`config.mk`:
```
export PLATFORM = sky130hd
export DESIGN_NAME = low_precision_float_converter
export DESIGN_NICKNAME = d
export VERILOG_FILES = /design/src/lpfc_pkg.sv /design/src/lpfc_decode.sv /design/src/low_precision_float_converter.sv
export SDC_FILE = /design/constraint.sdc
export NUM_CORES = 1
export LEC_CHECK = 0
export BUFFER_PORTS_ARGS = -buffer_cell sky130_fd_sc_hd__buf_2
export CAP_MARGIN = 30
export CORE_UTILIZATION = 55
export DETAILED_ROUTE_END_ITERATION = 16
export PLACE_DENSITY_LB_ADDON = 0.08
export SYNTH_ARGS = -nofsm -noshare
export SYNTH_HDL_FRONTEND = slang
export SYNTH_SLANG_ARGS = --single-unit
```
`constraint.sdc`:
```
create_clock -name clk -period 5.6 [get_ports clk]
set_input_delay 1.12 -clock clk [delete_from_list [all_inputs] [get_ports clk]]
set_output_delay 1.12 -clock clk [all_outputs]
set_load 0.03 [all_outputs]
```
`src/lpfc_pkg.sv`:
```
// ----------------------------------------------------------------------------
// Low precision float converter package
// Format codes and float32 constants shared by the converter modules.
// ----------------------------------------------------------------------------
package lpfc_pkg;

  typedef logic [1:0] fmt_t;

  localparam fmt_t FMT_E4M3 = 2'd0;
  localparam fmt_t FMT_E5M2 = 2'd1;
  localparam fmt_t FMT_E8M0 = 2'd2;
  localparam fmt_t FMT_E2M1 = 2'd3;

  localparam logic [31:0] F32_QNAN  = 32'h7FC0_0000;
  localparam logic [31:0] F32_PINF  = 32'h7F80_0000;
  localparam logic [31:0] E8M0_MIN  = 32'h0040_0000;

endpackage

```
`src/lpfc_decode.sv`:
```
// ----------------------------------------------------------------------------
// Low precision float converter decoder
// Expands one small-format code into its exact float32 bit pattern.
// ----------------------------------------------------------------------------
module lpfc_decode (
  input  lpfc_pkg::fmt_t fmt,
  input  logic [7:0]     code,
  output logic [31:0]    value
);
  import lpfc_pkg::*;

  logic       sgn;
  logic [4:0] e;
  logic [2:0] mf;
  logic [7:0] exb;
  logic       is_nan;
  logic       is_inf;
  logic [7:0] exp32;
  logic [22:0] man32;
  logic       is_zero;

  always_comb begin
    sgn    = code[7];
    e      = 5'd0;
    mf     = 3'd0;
    exb    = 8'd120;
    is_nan = 1'b0;
    is_inf = 1'b0;
    case (fmt)
      FMT_E4M3: begin
        e      = {1'b0, code[6:3]};
        mf     = code[2:0];
        exb    = 8'd120;
        is_nan = (code[6:0] == 7'h7f);
      end
      FMT_E5M2: begin
        e      = code[6:2];
        mf     = {code[1:0], 1'b0};
        exb    = 8'd112;
        is_nan = (code[6:2] == 5'h1f) && (code[1:0] != 2'd0);
        is_inf = (code[6:2] == 5'h1f) && (code[1:0] == 2'd0);
      end
      default: begin
        sgn = code[3];
        e   = {3'b0, code[2:1]};
        mf  = {code[0], 2'b0};
        exb = 8'd126;
      end
    endcase

    is_zero = 1'b0;
    if (e != 5'd0) begin
      exp32 = exb + {3'b0, e};
      man32 = {mf, 20'd0};
    end else if (mf[2]) begin
      exp32 = exb;
      man32 = {mf[1:0], 21'd0};
    end else if (mf[1]) begin
      exp32 = exb - 8'd1;
      man32 = {mf[0], 22'd0};
    end else if (mf[0]) begin
      exp32 = exb - 8'd2;
      man32 = 23'd0;
    end else begin
      exp32   = 8'd0;
      man32   = 23'd0;
      is_zero = 1'b1;
    end

    if (fmt == FMT_E8M0) begin
      if (code == 8'hff) begin
        value = F32_QNAN;
      end else if (code == 8'h00) begin
        value = E8M0_MIN;
      end else begin
        value = {1'b0, code, 23'd0};
      end
    end else if (is_nan) begin
      value = F32_QNAN;
    end else if (is_inf) begin
      value = {sgn, F32_PINF[30:0]};
    end else if (is_zero) begin
      value = {sgn, 31'd0};
    end else begin
      value = {sgn, exp32, man32};
    end
  end

endmodule

```
`src/low_precision_float_converter.sv`:
```
// ----------------------------------------------------------------------------
// Low precision float converter
// Converts between float32 and E4M3, E5M2, E8M0 or E2M1 in a three-stage
// pipeline: classify and align, shift with guard and sticky, round and pack.
// ----------------------------------------------------------------------------
// Channel  Direction  Transaction content
// in_      slave      tuser: mode; tdata: code_in [7:0], value_in [39:8]
// out_     master     tdata: code_out [7:0], value_out [39:8]
// cfg_     write      wr_data: format
//
// An accepted transaction moves from the stage 1 register through stage 2 into the output register.
// One transaction is accepted per cycle while in_tready is high; the three stage registers set that.
// A stall on the output holds each stage that is full; empty stages still fill.
// Reset clears the stage valid bits and sets the format to E4M3.
// ----------------------------------------------------------------------------
module low_precision_float_converter (
  input  logic                 clk,
  input  logic                 rst_n,
  input  logic                 in_tvalid,
  output logic                 in_tready,
  input  logic [39:0]          in_tdata,   // code_in [7:0], value_in [39:8]
  input  logic                 in_tuser,   // mode
  output logic                 out_tvalid,
  input  logic                 out_tready,
  output logic [39:0]          out_tdata,  // code_out [7:0], value_out [39:8]
  input  logic                 cfg_wr_en,
  input  lpfc_pkg::fmt_t       cfg_wr_data
);
  import lpfc_pkg::*;

  fmt_t        fmt_r;
  logic        v1_r, v2_r, v3_r;
  logic        rdy1, rdy2, rdy3;

  logic        mode1_r, spec1_r;
  fmt_t        fmt1_r;
  logic [7:0]  code1_r, sb1_r;
  logic [23:0] sig1_r;
  logic [4:0]  sh1_r, ef1_r;
  logic [31:0] dec1_r;

  logic        mode2_r, spec2_r, up2_r;
  fmt_t        fmt2_r;
  logic [7:0]  code2_r, sb2_r;
  logic [3:0]  n2_r;
  logic [4:0]  ef2_r;
  logic [31:0] dec2_r;

  logic [7:0]  code3_r;
  logic [31:0] value3_r;

  logic [7:0]  code_in;
  logic [31:0] value_in;
  logic [31:0] dec_value;

  logic [30:0] a;
  logic [7:0]  ex;
  logic [31:0] max_bits;
  logic [7:0]  emin_b, max_c, nan_c, sb_c;
  logic [1:0]  mb;
  logic        spec1_nxt;
  logic [7:0]  code1_nxt, d, efw, e8;
  logic [8:0]  shw;
  logic [4:0]  sh1_nxt;

  logic [31:0] sig32, shifted, below;
  logic        guard, sticky;

  logic [7:0]  base, code3_nxt;

  assign code_in  = in_tdata[7:0];
  assign value_in = in_tdata[39:8];

  assign rdy3      = !v3_r || out_tready;
  assign rdy2      = !v2_r || rdy3;
  assign rdy1      = !v1_r || rdy2;
  assign in_tready = rdy1;

  lpfc_decode u_decode (
    .fmt   (fmt_r),
    .code  (code_in),
    .value (dec_value)
  );

  always_comb begin
    a  = value_in[30:0];
    ex = value_in[30:23];
    case (fmt_r)
      FMT_E4M3: begin
        max_bits = 32'h43E0_0000; emin_b = 8'd121; mb = 2'd3;
        sb_c = 8'h80; max_c = 8'h7e; nan_c = 8'h7f;
      end
      FMT_E5M2: begin
        max_bits = 32'h4760_0000; emin_b = 8'd113; mb = 2'd2;
        sb_c = 8'h80; max_c = 8'h7b; nan_c = 8'h7f;
      end
      default: begin
        max_bits = 32'h40C0_0000; emin_b = 8'd127; mb = 2'd1;
        sb_c = 8'h08; max_c = 8'h07; nan_c = 8'h07;
      end
    endcase

    if (ex < emin_b) begin
      d   = emin_b - ex;
      efw = 8'd0;
    end else begin
      d   = 8'd0;
      efw = ex - emin_b;
    end
    shw     = 9'd23 - {7'd0, mb} + {1'b0, d};
    sh1_nxt = (shw > 9'd31) ? 5'd31 : shw[4:0];

    if (value_in[31] || a == 31'd0) begin
      e8 = 8'h00;
    end else if (a > 31'h7F00_0000) begin
      e8 = 8'hfe;
    end else if (ex == 8'd0) begin
      e8 = {7'd0, value_in[22] & value_in[21] & (|value_in[20:0])};
    end else begin
      e8 = ex + {7'd0, value_in[22] & ((|value_in[21:0]) | ex[0])};
    end

    spec1_nxt = 1'b1;
    if (a > 31'h7F80_0000) begin
      code1_nxt = (fmt_r == FMT_E8M0) ? 8'hff : nan_c;
    end else if (fmt_r == FMT_E8M0) begin
      code1_nxt = e8;
    end else if (a == 31'd0 || ex == 8'd0) begin
      code1_nxt = value_in[31] ? sb_c : 8'd0;
    end else if ({1'b0, a} > max_bits) begin
      code1_nxt = max_c | (value_in[31] ? sb_c : 8'd0);
    end else begin
      code1_nxt = 8'd0;
      spec1_nxt = 1'b0;
    end
  end

  always_ff @(posedge clk) begin
    if (!rst_n) begin
      fmt_r <= FMT_E4M3;
      v1_r  <= 1'b0;
      v2_r  <= 1'b0;
      v3_r  <= 1'b0;
    end else begin
      if (cfg_wr_en) begin
        fmt_r <= cfg_wr_data;
      end
      if (rdy1) begin
        v1_r <= in_tvalid;
      end
      if (rdy2) begin
        v2_r <= v1_r;
      end
      if (rdy3) begin
        v3_r <= v2_r;
      end
    end
  end

  always_ff @(posedge clk) begin
    if (rdy1) begin
      mode1_r <= in_tuser;
      fmt1_r  <= fmt_r;
      spec1_r <= spec1_nxt;
      code1_r <= code1_nxt;
      sig1_r  <= {1'b1, value_in[22:0]};
      sh1_r   <= sh1_nxt;
      ef1_r   <= efw[4:0];
      sb1_r   <= value_in[31] ? sb_c : 8'd0;
      dec1_r  <= dec_value;
    end
  end

  always_comb begin
    sig32   = {8'd0, sig1_r};
    shifted = sig32 >> sh1_r;
    guard   = sig32[sh1_r - 5'd1];
    below   = (32'd1 << (sh1_r - 5'd1)) - 32'd1;
    sticky  = |(sig32 & below);
  end

  always_ff @(posedge clk) begin
    if (rdy2) begin
      mode2_r <= mode1_r;
      fmt2_r  <= fmt1_r;
      spec2_r <= spec1_r;
      code2_r <= code1_r;
      n2_r    <= shifted[3:0];
      up2_r   <= guard && (sticky || shifted[0]);
      ef2_r   <= ef1_r;
      sb2_r   <= sb1_r;
      dec2_r  <= dec1_r;
    end
  end

  always_comb begin
    case (fmt2_r)
      FMT_E4M3: base = {ef2_r, 3'd0};
      FMT_E5M2: base = {1'b0, ef2_r, 2'd0};
      default:  base = {2'd0, ef2_r, 1'b0};
    endcase
    if (spec2_r) begin
      code3_nxt = code2_r;
    end else begin
      code3_nxt = (base + {4'd0, n2_r} + {7'd0, up2_r}) | sb2_r;
    end
  end

  always_ff @(posedge clk) begin
    if (rdy3) begin
      code3_r  <= mode2_r ? code3_nxt : 8'd0;
      value3_r <= mode2_r ? 32'd0 : dec2_r;
    end
  end

  assign out_tvalid = v3_r;
  assign out_tdata  = {value3_r, code3_r};

endmodule

```
==> flow_summary_export.csv, run 1 <==
group,metric,value,unit
global_routing,grt_max_degree,62,
synth,avgSynthCellArea,10.4,um^2
synth,ys_async_sr_fraction,0,%
sta,finalSetupViolCount,0,
worst_setup_path,worstSetupPathType,"input port to flip-flop",
sta,fin_crit,4320,ps
power_and_ir_drop,powerDensity,315,nW/um^2
worst_hold_path,hp-class,"flip-flop to flip-flop",
power_and_ir_drop,ir_worst_vdd,230,uV
floorplan,fp.coreArea,14500,um^2
place,hpwl,14200,um
drt,ant_nets,0,
worst_setup_path,cp_data_required_time,5730,ps
final_layout,nets,904,
synth,synth_top_area_share,42.5,%
synth,ys_seq_area_share,43.8,%
drt,totalWireLength,19600,um
floorplan,start_util,56.1,%
worst_setup_path,start_kind,"input port",
floorplan,die_h,124,um
synth,syn_inst,782,
global_routing,overflow,0,
synth,synth_ff_type,"edfxtp_1",
floorplan,ios,90,
power_and_ir_drop,leakage,3.56,nW
worst_setup_path,cp_data_arrival_time,4450,ps
clock_tree,cts_buffer_depth,2,
synth,yosys_register_bits,120,
place,gp_congestion,0.954,
drt,vias,6501,
drt,wl_per_cell,19.1,um
sta,period_share,77.2,%
floorplan,dieArea,15300,um^2
final_layout,final_layout_size_suffix_gt1_share,19.1,%
worst_setup_path,crit_fanout,9,
floorplan,rows,44,
floorplan,die_x,124,um
clock_tree,postCtsSetupRepairBufs,0,
sta,rsz0062_at_grt,"no",
synth,ys_warn_count,0,
clock_tree,root_buffer,"clkbuf_16",
drt,avgViaCountPerCell,6.32,
final_layout,regArea,3550,um^2
global_routing,grt_pass1_wl,30200,um
clock_tree,cts_hold_buf,0,
worst_setup_path,endpoint_kind,"flip-flop",
clock_tree,clkTransAtPathRegs,60,ps
power_and_ir_drop,total_power,2.86,mW
sta,hold_slack,417,ps
final_layout,multi_input_area,4180,um^2
sta,clock.fmax,231,MHz
sta,clock_skew,12.3,ps
clock_tree,cts_resized,0,
synth,synth_area_leaders,"edfxtp_1 (43%), mux4_2 (6.4%), ha_1 (3.5%), a21oi_1 (3.1%), nand2_1 (3.0%)",
drt,drt_pass1_iterations,5,
final_layout,filler_cell_count,1144,
global_routing,track_usage,26.6,%
synth,yosys.area.top_type,"edfxtp_1",
sta,drv_slew,0,
sta,hold_viol,0,
run,maxCapViolCount,0,
global_routing,grt_pass1_vias,5543,
global_routing,antenna_found_initial,0,
sta,slew_headroom,33.7,%
drt,drt_iter0_markers,904,
synth,synth_cell_types,88,
final_layout,syn2layout_area_growth,11.7,%
clock_tree,numCtsBuffers,17,
run_status,run_status,"finished clean",
synth,synth_area,8120,um^2
clock_tree,clock-sinks,120,
sta,finalSetupTns,0,ps
clock_tree,cts_tree,"done",
clock_tree,clock_latency,420,ps
clock_tree,htreeDepth,4,
place,io_buffers,69,
drt,drc,0,
sta,worst_pin_slew,985,ps
final_layout,diodes,0,
synth,synth-edff-count,115,
-- per-stage QoR --
step                      cell area, um^2  setup slack (ps)  util (%)  std cells
after floorplan                      8190              1420         -        801
after global placement               8480               816      58.6        995
after detailed placement             8490               878      58.6        996
after CTS                            9070              1300      62.6       1028
after global routing                 9070              1000      62.6       1028
final                                9070              1280      62.6       1028
-- path summary, 6_finish.rpt --
check | from | to | slack, ps | cells past startpoint
min | dec1_r[25]$_DFFE_PP_ | dec2_r[25]$_DFFE_PP_ | 420 | 0
min reg2reg | dec1_r[25]$_DFFE_PP_ | dec2_r[25]$_DFFE_PP_ | 420 | 0
max reg2reg | sh1_r[0]$_SDFFCE_PN1P_ | up2_r$_DFFE_PP_ | 1330 | 12
max | in_tdata[34] | sh1_r[3]$_SDFFCE_PN1P_ | 1280 | 16
-- placed cells by master (no fill, tap or decap), types with 11 or more instances in the layout --
master,n
conb_1,20
o21ai_0,43
buf_2,69
inv_1,29
ha_1,23
and2_1,13
nand2_1,64
mux2i_1,19
clkbuf_16,17
edfxtp_1,115
nand3_1,14
nor2_1,53
a31oi_1,11
xnor2_1,12
a21oi_1,51
mux4_2,23
nor2b_1,33
nor3_1,11
-- metal layers --
layer | track usage [%] | part of all wire (%) | routed length, um | vias to the layer above
met5 | 0 | 0 | 0 | -
met3 | 5.81 | 8.6 | 1690 | 26
li1 | - | - | - | 3037
met1 | 40.8 | 46 | 9090 | 3117
met2 | 37.3 | 44 | 8570 | 321
met4 | 7.61 | 1.3 | 257 | 0
-- power by group --
| group | total [mW] | internal, mW | switching [mW] |
|---|---|---|---|
| sequential | 1.16 | 1.09 | 0.0681 |
| combinational | 0.663 | 0.266 | 0.398 |
| clock | 1.03 | 0.592 | 0.438 |
| total | 2.86 | 1.95 | 0.904 |
-- cell type report --
| cell class | count | share of cell area, % |
|---|---|---|
| clock buffers | 17 | 4.69 |
| clock inverters | 15 | 1.71 |
| inverters | 32 | 1.32 |
| multi-input cells | 583 | 46.1 |
| flip-flops and latches | 120 | 39.2 |
| well taps | 184 | 2.54 |
| repair buffers | 77 | 4.47 |
-- cell usage after synthesis (4+ instances only) --
| library cell | n |
|---|---|
| nand2b_1 | 9 |
| nand3b_1 | 5 |
| buf_4 | 22 |
| a21oi_1 | 51 |
| edfxtp_1 | 115 |
| ha_1 | 23 |
| o21ai_0 | 43 |
| o22a_1 | 4 |
| nor3_1 | 11 |
| a211oi_1 | 9 |
| a21o_1 | 7 |
| nor2_1 | 53 |
| and3_1 | 9 |
| or4_1 | 6 |
| o211ai_1 | 5 |
| nor2b_1 | 33 |
| clkbuf_1 | 30 |
| inv_1 | 29 |
| nand2_1 | 64 |
| nand4_1 | 7 |
| mux4_2 | 23 |
| o2bb2ai_1 | 4 |
| o21a_1 | 9 |
| nand3_1 | 15 |
| o31ai_1 | 7 |
| mux2_2 | 7 |
| dfxtp_1 | 5 |
| xnor2_1 | 12 |
| a31oi_1 | 11 |
| mux2i_1 | 19 |
| xor2_1 | 9 |
| nor4_1 | 8 |
| buf_2 | 12 |
| o21ai_1 | 9 |
| and2_1 | 13 |
| a221oi_1 | 4 |
-- logic make-up after synthesis --
family                   synth area share, %
AO/OA/AOI/OAI                           18.1
XOR/XNOR                                2.27
adder cells (fa/ha/maj)                 4.16
buffers and inverters                   5.73
flip-flops                              43.8
multiplexers                            9.69
other                                 0.0462
AND/OR/NAND/NOR                         16.2
-- registers in the layout (all words and copies together) (netlist names), 2 cells and up --
signal and cells:
fmt2_r 2, sh1_r 5, value3_r 12, n2_r 4
ef1_r 5, code3_r 8, code1_r 8, code2_r 8
sb2_r 2, sig1_r 23, ef2_r 5, dec1_r 12
fmt1_r 2, sb1_r 2, fmt_r 2, dec2_r 12
-- critical path: stages --
cell and delay (ps):
buf_2 150, inv_1 80, ha_1 440, a21oi_1 170
a41o_1 230, a41oi_1 460, buf_4 260, nor2b_1 140
ha_1 210, a21oi_1 100, nor2b_1 150, nor2_1 170
and3_1 180, o21ai_0 100, a21oi_1 340, o211ai_1 160
Power figures use the tool's default switching activity.
==> inputs of run 2 (changes only) <==
--- a/config.mk
+++ b/config.mk
@@ -5,6 +5,7 @@
 export SDC_FILE = /design/constraint.sdc
 export NUM_CORES = 1
 export LEC_CHECK = 0
+export ABC_AREA = 1
 export BUFFER_PORTS_ARGS = -buffer_cell sky130_fd_sc_hd__buf_2
 export CAP_MARGIN = 30
 export CORE_UTILIZATION = 55
==> constraint.sdc (replaced) <==
create_clock -name clk -period 4.4 [get_ports clk]
set_input_delay 0.88 -clock clk [delete_from_list [all_inputs] [get_ports clk]]
set_output_delay 0.88 -clock clk [all_outputs]
set_load 0.03 [all_outputs]
==> run 2 against run 1 <==
Global-route usage increased by 0.40 points. Sequential power is 28% higher. Worst hold slack lost 1.8 ps. Sequential cell count is the same. Clock power rose by 32%. Combinational power up 54%. First-iteration DRC count is 13% lower. Setup slack lost 290 ps. Routed wire length increased by 0.27%. Cell area is 1.7% higher. Synthesized cell count up 33%. Critical endpoint is now sh1_r[4]$_SDFFCE_PN1P_. Critical path depth is 2 higher.
==> flow_summary_export.csv, run 2 <==
group,metric,value,unit
worst_setup_path,worstRegToRegCells,18,
global_routing,antenna_found_initial,0,
synth,synth_area,8210,um^2
synth,avgSynthCellArea,7.92,um^2
synth,ys_seq_area_share,43.3,%
worst_setup_path,endpoint_kind,"flip-flop",
worst_setup_path,worstSetupPathType,"flip-flop to flip-flop",
final_layout,layout_common_cells,"nand2_1 (227), inv_1 (140), edfxtp_1 (115)",
floorplan,die_x,124,um
sta,fin_crit,3420,ps
worst_hold_path,hp-class,"flip-flop to flip-flop",
global_routing,grt_busiest_layer,"met1",
run_status,run_status,"finished clean",
synth,syn_inst,1037,
drt,drc,0,
worst_setup_path,cp_num_buf_inv,4,
clock_tree,clock-sinks,120,
sta,drv_slew,0,
synth,ys_warn_count,0,
final_layout,syn2layout_area_growth,12.3,%
worst_setup_path,start_kind,"flip-flop",
sta,rsz0062_at_grt,"no",
global_routing,use_met1,40.7,%
synth,synth-edff-count,115,
drt,drt_iter0_markers,787,
sta,clock.fmax,292,MHz
worst_setup_path,crit_path_top_delay_cell,"dfxtp_1",
drt,totalWireLength,19700,um
synth,synth_mux_area_share,0,%
synth,synth_top_family_by_area,"simple AND/OR/NAND/NOR gates",
final_layout,final_common_cell,"nand2_1",
synth,synth-xor-area-share,1.17,%
global_routing,track_usage,27.0,%
place,gp_congestion,0.913,
sta,finalSetupViolCount,0,
worst_setup_path,path_cells,"inv_1 > nor2_1 > inv_2 > ha_1 > inv_1 > nor4_1 > nor2_1 > nand2_2 > nor2_1 > ha_1 > ha_1 > inv_1 > nand2_1 > nand2_1 > nand2_1 > o21a_1 > nor3_2 > nand3_1",
synth,synth_area_leaders,"edfxtp_1 (42%), nand2_1 (10%), inv_1 (6.4%), nand3_1 (5.1%), nor2_1 (5.0%)",
worst_setup_path,cp_data_required_time,4550,ps
drt,vias,7106,
final_layout,largest-register,"sig1_r",
worst_setup_path,cp_data_arrival_time,3570,ps
sta,period_share,77.7,%
global_routing,grt_pass1_vias,6329,
synth,yosys.area.top_type,"edfxtp_1",
worst_hold_path,min_from,"ef1_r[3]$_SDFFCE_PN0P_",
synth,synth_top_area_share,42.1,%
drt,wl_per_cell,15.0,um
clock_tree,root_buffer,"clkbuf_16",
global_routing,grt_use_met2,39.3,%
run,maxCapViolCount,0,
sta,hold_viol,0,
worst_hold_path,hold_path_end,"ef2_r[3]$_DFFE_PP_",
global_routing,grt_pass1_wl,31400,um
worst_setup_path,cpPeakStageDelay,430,ps
synth,yosys_register_bits,120,
place,hpwl,14700,um
power_and_ir_drop,ir_worst_vdd,329,uV
worst_setup_path,rr_startpoint,"fmt_r[0]$_SDFFE_PN0P_",
floorplan,dieArea,15400,um^2
floorplan,fp.coreArea,14500,um^2
synth,ys_async_sr_fraction,0,%
power_and_ir_drop,leakage,4.53,nW
clock_tree,numCtsBuffers,17,
floorplan,ios,90,
synth,synth_compound_area_share,11.4,%
drt,ant_nets,0,
final_layout,filler_cell_count,1328,
final_layout,nets,1183,
worst_hold_path,hold_depth,0,
clock_tree,cts_resized,0,
worst_setup_path,crit_fanout,12,
sta,setup_ws,981,ps
clock_tree,clkTransAtPathRegs,60,ps
floorplan,start_util,56.5,%
floorplan,die_h,124,um
final_layout,largest_reg_flops,23,
synth,synthTopCellsByCount,"nand2_1 (228), inv_1 (140), edfxtp_1 (115)",
sta,clock_skew,7.65,ps
clock_tree,cts_hold_buf,0,
synth,yosysMostFrequentCell,"nand2_1",
power_and_ir_drop,powerDensity,417,nW/um^2
clock_tree,clock_latency,420,ps
drt,drt_pass1_iterations,5,
worst_setup_path,crit_family,"simple AND/OR/NAND/NOR gates",
clock_tree,postCtsSetupRepairBufs,0,
worst_setup_path,reg2reg_slack,980,ps
worst_setup_path,reg2reg_to,"sh1_r[4]$_SDFFCE_PN1P_",
sta,finalSetupTns,0,ps
drt,avgViaCountPerCell,5.44,
place,pre_cts_slack,790,ps
synth,synth_cell_types,55,
global_routing,grt_max_degree,61,
global_routing,met3_usage,4.85,%
clock_tree,cts_buffer_depth,2,
global_routing,overflow,0,
synth,synthAdderAreaFrac,3.99,%
synth,yosys.area_share.simple,29.6,%
place,io_buffers,69,
final_layout,final_layout_size_suffix_gt1_share,16.8,%
clock_tree,htreeDepth,4,
sta,slew_headroom,47.7,%
synth,synth_ff_type,"edfxtp_1",
clock_tree,cts_tree,"done",
floorplan,rows,44,
sta,worst_pin_slew,785,ps
final_layout,diodes,0,
==> run 2: cell count changes after synthesis, moves of 10 or more <==
cell | previous run | this run
nand2_1 | 64 | 228
mux4_2 | 23 | 0
nand3_2 | 0 | 11
or2_2 | 2 | 12
and2_1 | 13 | 0
nor2_2 | 0 | 22
mux2i_1 | 19 | 0
inv_1 | 29 | 140
o21ai_0 | 43 | 68
nor2_1 | 53 | 110
clkbuf_1 | 30 | 10
nor2b_1 | 33 | 0
nand3_1 | 15 | 84
a21oi_1 | 51 | 34
==> run 2: layout make-up <==
cell class                      count  area [um^2]  share of cell area [%]
Multi-Input combinational cell    740         3870                    42.0
Sequential cell                   120         3550                    38.6
Inverter                          154          581                    6.30
Clock buffer                       17          425                    4.62
Timing Repair Buffer               77          405                    4.40
Tap cell                          184          230                    2.50
Clock inverter                     15          154                    1.67
==> run 2: cell families (layout without fill, tap and decap cells) <==
group,after synthesis,count (layout)
AO/OA/AOI/OAI,159,159
XOR/XNOR,11,11
adder cells (fa/ha/maj),25,25
flip-flops,120,120
buffers and inverters,196,263
other,1,20
AND/OR/NAND/NOR,525,525
==> run 2: worst max path at each step <==
| stage | from | endpoint | slack [ps] | cells after the start |
|---|---|---|---|---|
| global placement | in_tdata[34] | sh1_r[2]$_SDFFCE_PN1P_ | 830 | 17 |
| detailed placement | in_tdata[34] | sh1_r[4]$_SDFFCE_PN1P_ | 790 | 17 |
| global route | fmt_r[0]$_SDFFE_PN0P_ | sh1_r[2]$_SDFFCE_PN1P_ | 600 | 18 |
| floorplan | out_tready | in_tready | 500 | 4 |
| CTS | fmt_r[0]$_SDFFE_PN0P_ | sh1_r[4]$_SDFFCE_PN1P_ | 980 | 18 |
| finish | fmt_r[0]$_SDFFE_PN0P_ | sh1_r[4]$_SDFFCE_PN1P_ | 980 | 18 |
==> run 2: routing by layer <==
metal / routed length (um) / vias up / part of all wire (%)
met4: 206 / 0 / 1.0
met5: 0 / - / 0
li1: - / 3599 / -
met1: 9630 / 3228 / 49
met2: 8370 / 264 / 43
met3: 1460 / 15 / 7.4
==> run 2: worst register-to-register path, stage by stage (launching register included) <==
cell and delay (ps):
dfxtp_1 430, inv_1 140, nor2_1 180, inv_2 150
ha_1 420, inv_1 120, nor4_1 280, nor2_1 80
nand2_2 130, nor2_1 60, ha_1 190, ha_1 170
inv_1 60, nand2_1 80, nand2_1 70, nand2_1 70
o21a_1 190, nor3_2 240, nand3_1 110
==> run 2: per-stage QoR <==
| step | total power, mW | std cells | area, um^2 | hold WS [ps] | util [%] |
|---|---|---|---|---|---|
| after floorplan | 2.27 | 1056 | 8280 | 400 | - |
| after global placement | 2.49 | 1275 | 8640 | 401 | 59.4 |
| after detailed placement | 2.50 | 1275 | 8640 | 405 | 59.4 |
| after CTS | 3.86 | 1307 | 9220 | 417 | 63.4 |
| after global routing | 4.06 | 1307 | 9220 | 419 | 63.4 |
| final | 3.85 | 1307 | 9220 | 415 | 63.4 |
==> run 2: power by group <==
part	total, mW	internal (mW)	switching (mW)
sequential	1.48	1.41	0.0665
combinational	1.02	0.321	0.694
clock	1.36	0.800	0.555
total	3.85	2.53	1.32
